<file path="config.mk">
export PLATFORM = sky130hd
export DESIGN_NAME = obphs_ctrl
export DESIGN_NICKNAME = d
export VERILOG_FILES = /design/src/sv/obphs_pkg.sv /design/src/sv/obphs_ctrl.sv
export SDC_FILE = /design/constraint.sdc
export NUM_CORES = 1
export LEC_CHECK = 0
export BUFFER_PORTS_ARGS = -buffer_cell sky130_fd_sc_hd__buf_2
export CELL_PAD_IN_SITES_DETAIL_PLACEMENT = 1
export CELL_PAD_IN_SITES_GLOBAL_PLACEMENT = 2
export CORE_MARGIN = 2
export CORE_UTILIZATION = 30
export DETAILED_ROUTE_END_ITERATION = 12
export PLACE_DENSITY = 0.73
export REMOVE_ABC_BUFFERS = 1
export SYNTH_ARGS = -nofsm -noshare
export SYNTH_HDL_FRONTEND = slang
export SYNTH_SLANG_ARGS = --single-unit
</file>
<file path="constraint.sdc">
create_clock -name clk -period 2.1 [get_ports clk]
set_input_delay 0.21 -clock clk [delete_from_list [all_inputs] [get_ports clk]]
set_output_delay 0.21 -clock clk [all_outputs]
set_load 0.02 [all_outputs]
</file>
<file path="src/sv/obphs_pkg.sv">
// ----------------------------------------------------------------------------
// Oriented box point hit scan package
// Shared types, command codes and constants for the box hit scan block.
// ----------------------------------------------------------------------------
package obphs_pkg;

    localparam int MaxBoxes  = 16;
    localparam int BoxWords  = 18;
    localparam int MemDepth  = MaxBoxes * BoxWords;
    localparam int AddrW     = $clog2(MemDepth);
    localparam int BoxW      = $clog2(MaxBoxes);
    localparam int CountW    = $clog2(MaxBoxes + 1);
    localparam int WordIdxW  = 5;

    // determinant magnitude at or below this counts as singular (2^-48 units)
    localparam logic [159:0] DetEps = 160'd2814749;

    typedef enum logic [1:0] {
        CMD_LOAD   = 2'd0,
        CMD_ENABLE = 2'd1,
        CMD_QUERY  = 2'd2,
        CMD_NONE   = 2'd3
    } cmd_t;

    // datapath micro-operation, issued one per cycle by the controller
    typedef enum logic [4:0] {
        OP_NOP,
        OP_READ,       // read word at rd_word into word register file
        OP_BROAD,      // broad phase distance check
        OP_MUL_A,      // product 1 of a cofactor/determinant term
        OP_MUL_B,      // product 2 and subtract -> cofactor
        OP_DOT_MUL,    // one wide multiply step of a dot product
        OP_DOT_ADD,    // accumulate
        OP_DET_DONE,   // absolute determinant and singular check
        OP_CMP_MUL,    // rhs products, one limb of |D| each
        OP_CMP_TEST    // compare and record miss
    } op_t;

    typedef struct packed {
        op_t              op;
        logic [4:0]       word;    // word to read / cofactor index / step index
        logic [1:0]       row;     // axis or row selector
        logic             clear;   // clear accumulator
    } dp_cmd_t;

    typedef struct packed {
        logic broad_miss;
        logic singular;
        logic cmp_miss;
    } dp_stat_t;

    typedef enum logic [3:0] {
        ST_IDLE,
        ST_NEXT,
        ST_READ,
        ST_BROAD,
        ST_COF,
        ST_DET,
        ST_ROW,
        ST_DECIDE,
        ST_OUT
    } state_t;

endpackage

</file>
<file path="src/sv/obphs_ctrl.sv">
// ----------------------------------------------------------------------------
// Oriented box point hit scan controller
// Decodes commands, walks the boxes and sequences datapath micro-operations.
// ----------------------------------------------------------------------------
module obphs_ctrl
    import obphs_pkg::*;
(
    input  logic               clk,
    input  logic               rst_n,
    input  logic               in_valid,
    output logic               in_ready,
    input  logic [1:0]         command,
    input  logic [3:0]         box_index,
    input  logic [4:0]         word_index,
    input  logic               enable_value,
    input  logic [4:0]         box_count_q,
    output logic               wr_en,
    output logic [AddrW-1:0]   wr_addr,
    output logic               pt_load,
    output logic [BoxW-1:0]    rd_box,
    output dp_cmd_t            dcmd,
    input  dp_stat_t           stat,
    output logic               out_valid,
    input  logic               out_ready,
    output logic               hit,
    output logic [3:0]         hit_index
);

    state_t               state_reg, state_next;
    logic [MaxBoxes-1:0]  en_reg, en_next;
    logic [CountW-1:0]    box_reg, box_next;
    logic [CountW-1:0]    lim_reg, lim_next;
    logic [4:0]           step_reg, step_next;
    logic [1:0]           row_reg, row_next;
    logic                 hit_reg, hit_next;
    logic [3:0]           hidx_reg, hidx_next;
    logic                 ov_reg, ov_next;
    logic                 acc;

    assign acc       = in_valid && in_ready;
    assign in_ready  = (state_reg == ST_IDLE) && !ov_reg;
    assign out_valid = ov_reg;
    assign hit       = hit_reg;
    assign hit_index = hidx_reg;
    assign rd_box    = box_reg[BoxW-1:0];
    assign wr_en     = acc && (command == CMD_LOAD) && (word_index < 5'(BoxWords));
    assign wr_addr   = AddrW'(box_index * BoxWords) + AddrW'(word_index);
    assign pt_load   = acc && (command == CMD_QUERY);

    always_ff @(posedge clk or negedge rst_n)
    begin
        if (!rst_n)
        begin
            state_reg <= ST_IDLE;
            en_reg    <= '1;
            box_reg   <= '0;
            lim_reg   <= '0;
            step_reg  <= '0;
            row_reg   <= '0;
            hit_reg   <= 1'b0;
            hidx_reg  <= '0;
            ov_reg    <= 1'b0;
        end
        else
        begin
            state_reg <= state_next;
            en_reg    <= en_next;
            box_reg   <= box_next;
            lim_reg   <= lim_next;
            step_reg  <= step_next;
            row_reg   <= row_next;
            hit_reg   <= hit_next;
            hidx_reg  <= hidx_next;
            ov_reg    <= ov_next;
        end
    end

    always_comb
    begin
        state_next = state_reg;
        en_next    = en_reg;
        box_next   = box_reg;
        lim_next   = lim_reg;
        step_next  = step_reg;
        row_next   = row_reg;
        hit_next   = hit_reg;
        hidx_next  = hidx_reg;
        ov_next    = ov_reg;
        dcmd       = '{op: OP_NOP, word: 5'd0, row: 2'd0, clear: 1'b0};

        if (ov_reg && out_ready)
            ov_next = 1'b0;

        case (state_reg)
            ST_IDLE:
            begin
                if (acc)
                begin
                    case (command)
                        CMD_ENABLE: en_next[box_index] = enable_value;
                        CMD_QUERY:
                        begin
                            box_next   = '0;
                            lim_next   = (box_count_q > 5'(MaxBoxes))
                                         ? CountW'(MaxBoxes) : CountW'(box_count_q);
                            hit_next   = 1'b0;
                            hidx_next  = '0;
                            state_next = ST_NEXT;
                        end
                        default: ;
                    endcase
                end
            end
            ST_NEXT:
            begin
                // skip disabled boxes, end of list gives the result
                if (box_reg >= lim_reg)
                    state_next = ST_OUT;
                else if (!en_reg[box_reg[BoxW-1:0]])
                    box_next = box_reg + 1'b1;
                else
                begin
                    step_next  = '0;
                    state_next = ST_READ;
                end
            end
            ST_READ:
            begin
                // one word a cycle, then wait while the last read passes the read register into the word registers
                if (step_reg < 5'(BoxWords))
                    dcmd = '{op: OP_READ, word: step_reg, row: 2'd0, clear: 1'b0};
                step_next = step_reg + 1'b1;
                if (step_reg == 5'(BoxWords + 1))
                begin
                    step_next  = '0;
                    state_next = ST_BROAD;
                end
            end
            ST_BROAD:
            begin
                dcmd = '{op: OP_BROAD, word: 5'd0, row: step_reg[1:0],
                         clear: (step_reg == 5'd0)};
                step_next = step_reg + 1'b1;
                if (step_reg == 5'd3)
                begin
                    step_next = '0;
                    if (stat.broad_miss)
                    begin
                        box_next   = box_reg + 1'b1;
                        state_next = ST_NEXT;
                    end
                    else
                        state_next = ST_COF;
                end
                else if (step_reg == 5'd2)
                    dcmd.op = OP_BROAD;
                if (step_reg == 5'd3)
                    dcmd.op = OP_NOP;
            end
            ST_COF:
            begin
                // each cofactor: first product step, then second product and subtract
                dcmd = '{op: step_reg[0] ? OP_MUL_B : OP_MUL_A,
                         word: {1'b0, step_reg[4:1]}, row: 2'd0, clear: 1'b0};
                step_next = step_reg + 1'b1;
                if (step_reg == 5'd17)
                begin
                    step_next  = '0;
                    row_next   = 2'd3;
                    state_next = ST_DET;
                end
            end
            ST_DET, ST_ROW:
            begin
                // three terms, two multiply phases each, then the determinant check or the size compare
                if (step_reg < 5'd6)
                    dcmd = '{op: OP_DOT_MUL, word: {3'd0, step_reg[2:1]},
                             row: row_reg, clear: (step_reg == 5'd1)};
                else if (state_reg == ST_DET)
                    dcmd = '{op: OP_DET_DONE, word: 5'd0, row: 2'd0, clear: 1'b0};
                else if (step_reg < 5'd11)
                    dcmd = '{op: OP_CMP_MUL, word: step_reg - 5'd6,
                             row: row_reg, clear: (step_reg == 5'd6)};
                else
                    dcmd = '{op: OP_CMP_TEST, word: 5'd0, row: row_reg, clear: 1'b0};
                step_next = step_reg + 1'b1;
                if (state_reg == ST_DET && step_reg == 5'd7)
                begin
                    step_next = '0;
                    row_next  = 2'd0;
                    if (stat.singular)
                        state_next = ST_DECIDE;
                    else
                        state_next = ST_ROW;
                end
                if (state_reg == ST_ROW && step_reg == 5'd12)
                begin
                    step_next = '0;
                    if (row_reg == 2'd2)
                        state_next = ST_DECIDE;
                    else
                        row_next = row_reg + 1'b1;
                end
            end
            ST_DECIDE:
            begin
                if (stat.singular || !stat.cmp_miss)
                begin
                    hit_next   = 1'b1;
                    hidx_next  = box_reg[3:0];
                    state_next = ST_OUT;
                end
                else
                begin
                    box_next   = box_reg + 1'b1;
                    state_next = ST_NEXT;
                end
            end
            ST_OUT:
            begin
                if (!ov_reg)
                begin
                    ov_next    = 1'b1;
                    state_next = ST_IDLE;
                end
            end
            default: state_next = ST_IDLE;
        endcase
    end

    a_ready_idle: assert property (@(posedge clk) disable iff (!rst_n)
        in_ready |-> (state_reg == ST_IDLE)) else $error("ready outside idle");
    a_out_from_scan: assert property (@(posedge clk) disable iff (!rst_n)
        $rose(ov_reg) |-> $past(state_reg) == ST_OUT) else $error("stray result");
    a_hit_index: assert property (@(posedge clk) disable iff (!rst_n)
        (ov_reg && !hit_reg) |-> (hidx_reg == 4'd0)) else $error("index without hit");

endmodule

</file>
Word level (Yosys, flattened, before mapping) --
Cells that the tools add are included. Widths: inputs -> output; s select.
Operators by class: add/sub/neg operators 5, multipliers 1, order comparisons 9, equality and inequality tests 31, reductions and logical operators 27, mux-type cells 60
Operators by type and width (number):
- $mux 5 | 15
- $mux 4 | 15
- $pmux 12 s4 | 1
- $pmux 4 s8 | 1
- $pmux 5 s5 | 1
- $mux 12 | 2
- $ne 2x2->1 const B | 11
- $pmux 5 s4 | 1
- $mux 9 | 2
- $bwmux 16 | 1
- $eq 4x3->1 const B | 4
- $add 5x1->5 const B | 2
- $eq 5x3->1 const B | 2
- $eq 5x5->1 const B | 2
- $lt 4x5->1 const B | 2
- $lt 5x5->1 const B | 2
- $mux 2 | 5
- $add 9x5->9 | 1
- $logic_and 1x1->1 | 9
- $mux 1 | 9
- $reduce_and 3->1 | 3
- $eq 4x2->1 const B | 2
- $mul 4x4->8 const B | 1
- $pmux 4 s2 | 1
- other kinds (34) | 38
Storage, ports and cells: input bits 24, register bits after elaboration 43, output and inout port bits 35, word-level logic and storage cells 142

Longest topological paths before layout --
depth in word-level cells 6, gate-level depth with buffers 9, depth with buffers taken out 8

Worst setup path after synthesis --
No wires, ideal clock.
path kind register to register, start register step_reg[0], end register state_reg[0], data arrival time 2076 ps, library setup time 131 ps, period minus slack after synthesis 2208 ps, stages on the path, launching flop included 10, path buffers 1, required time 1969 ps, path slack -108 ps, path through dfrtp_1 -> clkbuf_1 -> inv_1 -> ha_1 -> nor2b_1 -> nor3b_1 -> a32o_1 -> a221oi_1 -> nor3_1 -> or3_1
Between the ends: cells in the longest elaborated chain, start to end 6, elaborated cells on any way between the ends 15, those cells by class eq/ne: 8; mux: 4; reduce/logical: 3
RTL lines:
- from (decl) | RTL line obphs_ctrl.sv:33 | logic [4:0] step_reg, step_next;
- from (signal assigned) | RTL line obphs_ctrl.sv:70 | step_reg <= step_next;
- $eq 5x3->1 | RTL line obphs_ctrl.sv:187 | if (state_reg == ST_DET && step_reg == 5'd7)
- $logic_and 1x1->1 | RTL line obphs_ctrl.sv:187
- $mux 4 | RTL line obphs_ctrl.sv:187
- $mux 4 | RTL line obphs_ctrl.sv:199 | if (row_reg == 2'd2)
- $mux 4 | RTL line obphs_ctrl.sv:196 | if (state_reg == ST_ROW && step_reg == 5'd12)
- $pmux 4 s8 | RTL line obphs_ctrl.sv:94 | case (state_reg)
- to (signal assigned) | RTL line obphs_ctrl.sv:66 | state_reg <= state_next;
- to (decl) | RTL line obphs_ctrl.sv:29 | state_t state_reg, state_next;
Parallel ways exist; a longest one is shown, timed or not. A chain may end at the register's enable or synchronous reset.

Worst setup path in the final report --
start register state_reg[3], end register state_reg[0]
Between the ends: cells in the longest elaborated chain, start to end 6, elaborated cells on any way between the ends 26, those cells by class eq/ne: 15; mux: 4; reduce/logical: 7
RTL lines (RTL line):
- $eq 4x3->1 | obphs_ctrl.sv:94, obphs_ctrl.sv:187
- $logic_and 1x1->1 | obphs_ctrl.sv:187
- $mux 4 | obphs_ctrl.sv:187
- $mux 4 | obphs_ctrl.sv:199
- $mux 4 | obphs_ctrl.sv:196
- $pmux 4 s8 | obphs_ctrl.sv:94
Parallel ways exist; a longest one is shown, timed or not.

==> out/qor.csv <==
metric,value,unit
outcome,"complete, but fails checks",
violated checks,"hold timing, setup timing",
crit share post-route,107,%
Nets,535,
worst reg2reg path depth,7,
Setup-failing EPs final,18,
worst setup margin,-147,ps
Yosys cell types,73,
synthesized flop and latch total,43,
Area Growth Syn to Fin,47.0,%
Crit Path Class,reg -> reg,
max FFs per register,16,
CTS buffer count,5,
clock latency at the later pin of the worst-skew pair,300,ps
Rel. slew slack,45.5,%
Die ar.,12000,um^2
critical path's top delay family,simple AND/OR/NAND/NOR gates,
remaining antenna violation count,0,
H-tree depth,2,
DRC Markers,0,
Power per Cell Area,1120,nW/um^2
number of vias per cell,5.12,
Post-Layout Inst Area,4910,um^2
total routing usage reported by global routing,18.2,%
Post-synth top flop,dfrtp_1,
layout cells sized above 1,53.9,%
worst-path cell chain,buf_6 -> or4b_4 -> a21oi_2 -> o41a_1 -> a21o_1 -> nor3_1 -> or3_1,
non-filler instance count after layout,632,
crit path launch,state_reg[3],
register area share after synthesis,32.8,%
CP peak stage delay,590,ps
Inst Count DP,585,
Tightest Pin Transition,817,ps
total grt overflow,0,
reg2reg start,state_reg[3],
RSZ-0062 raised after global routing,yes,
Rows,38,
number of synthesized flops with an enable pin,0,
Fin. Hold Viols,4,
Max-Cap Viols,0,
Hold Crit Class,in -> async,
Synth async-reset ratio,100,%
detailed-router iteration count before antenna repair,4,
Syn Area/Cell,9.08,um^2
clk buf depth,2,
Die H,110,um
Core ar.,10800,um^2
final worst clock skew,6.59,ps
"Hold-fix buffers, CTS",0,
slowest CP cell,or4b_4,
Chip Width,110,um
reg2reg end,state_reg[0],
Port Buffers,55,
Post-Synthesis Cell Area,3340,um^2
worst vdd ir,0.000442,V
CP endpoint kind,flop,
Clock Tree Root,clkbuf_8,
initial cell density of the core,30.8,%
first-pass GRT wire length,17.2,mm
via count,3234,
wire length per cell,17.0,um
total wire length,10.8,mm
r2r setup slk,-150,ps
Post-DP Area,4020,um^2
Worst Path Required,2290,ps
diode count,0,
Hold Worst Slack,-7.32,ps
largest net degree at the start of global routing,35,
Syn. warnings,0,
crit path DAT,2430,ps
antenna violations before repair,0,
CTS tree,built,
number of global-route vias before repair,3481,
synthesized instance count,368,
Setup crit start kind,flop,
RePlAce Congestion,0.876,
crit path max fanout,6,
leakage power,2.22,nW
clock-pin slew on the worst setup and hold paths,90,ps
WP buf/inv,1,
max-slew violation count,0,
Initial DRC Count,95,
Top Ports,59,
f_max,445,MHz
# clock sinks,43,
Tmin final,2250,ps
hpwl dp,7.52,mm
[worst max path at each step]
stage,to,slack [ps],cells after the start
floorplan,box_reg[3],-180,8
global placement,state_reg[0],-40,6
detailed placement,dcmd[3],-90,8
CTS,step_reg[3],-70,10
global route,state_reg[0],-200,7
finish,state_reg[0],-150,7
[power by group]
| group | total (mW) | switching (mW) | leakage, nW | internal, mW |
|---|---|---|---|---|
| sequential | 1.28 | 0.184 | 0.508 | 1.10 |
| combinational | 3.61 | 1.83 | 1.66 | 1.78 |
| clock | 0.591 | 0.290 | 0.0515 | 0.301 |
| total | 5.48 | 2.31 | 2.22 | 3.18 |
[layout make-up]
type                       instances  area (um^2)
fill                            1263         5930
multi-input combinational        278         2390
sequential                        43         1100
timing repair buffer             144         1060
tap                              140          175
clock buffer                       8          100
inverter                          19         77.6
[synthesized netlist by cell type, types with 4 or more instances]
cell type  count  area [um^2]
nand2_1       35          131
nand3_1        9         45.0
a21o_1         7         52.6
nand2b_1       8         50.1
nor2b_1        7         43.8
or4_1          4         30.0
nor2_1        28          105
mux4_2         4         90.1
nand4_1        5         31.3
clkbuf_1      14         52.6
o211ai_1       5         37.5
nor3_1        10         50.1
nor3b_1        4         30.0
nand3b_1       7         52.6
dfstp_2       16          420
mux2_2        17          191
a21oi_1       14         70.1
ha_1          19          238
xnor2_1        5         43.8
o21ai_0       21          105
dfrtp_1       27          676
buf_2          5         25.0
or3_1          5         31.3
inv_1         19         71.3
buf_4          8         60.1
a22o_1         6         52.6
[worst register-to-register path: stages, from the launching register on]
cell,delay [ps]
dfrtp_2,470
buf_6,150
or4b_4,590
a21oi_2,180
o41a_1,240
a21o_1,150
nor3_1,50
or3_1,310
[cells in the final DEF, fill, tap and decap left out, types with 8 or more instances in the layout]
cell and instances:
buf_4 80, buf_2 43, nand2_1 30, dfrtp_1 21, buf_6 20, nor2_1 19, dfstp_2 16, inv_1 15
o21ai_0 15, ha_1 14, nor2_4 10, nand3_1 9, mux2_2 9, mux2_4 8
[cell families (layout without fill, tap and decap cells)]
kind of cell | count (synthesis) | after routing | synth area share, %
DFF | 43 | 43 | 32.8
and+or+nand+nor | 146 | 146 | 24.7
xor gates and xnor gates | 8 | 8 | 2.10
AOI/OAI and AO/OA | 80 | 81 | 17.2
adders and majority gates | 20 | 20 | 7.72
buffers and inverters | 48 | 171 | 6.70
muxes | 22 | 22 | 8.73
other | 1 | 1 | 0.112
[repair_timing]
action,CTS,global route
hold endpoints to repair,0,0
gates cloned,1,0
setup endpoints to repair,25,43
pin swaps,13,30
setup buffers,28,11
gates resized for setup,59,70
[stage by stage]
stage	util (%)	setup WS (ps)	power, mW	TNS [ps]	hold slack (ps)
4_1_cts	42.0	-71.1	5.14	-691	15.2
2_1_floorplan	-	-179	2.88	-592	-85.6
6_report	45.3	-147	5.48	-841	-7.32
5_1_grt	45.3	-198	5.89	-3410	54.1
3_3_place_gp	37.1	-41.2	3.95	-86.9	341
3_5_place_dp	37.1	-91.3	4.00	-573	349
[metal layers]
layer	vias up	share of wire, %	GRT usage, %
met3	15	2.4	2.37
li1	1570	-	-
met4	0	1.6	4.25
met2	45	52	33.6
met1	1604	44	22.2
met5	-	0	0
(Power assumes the default switching activity.)
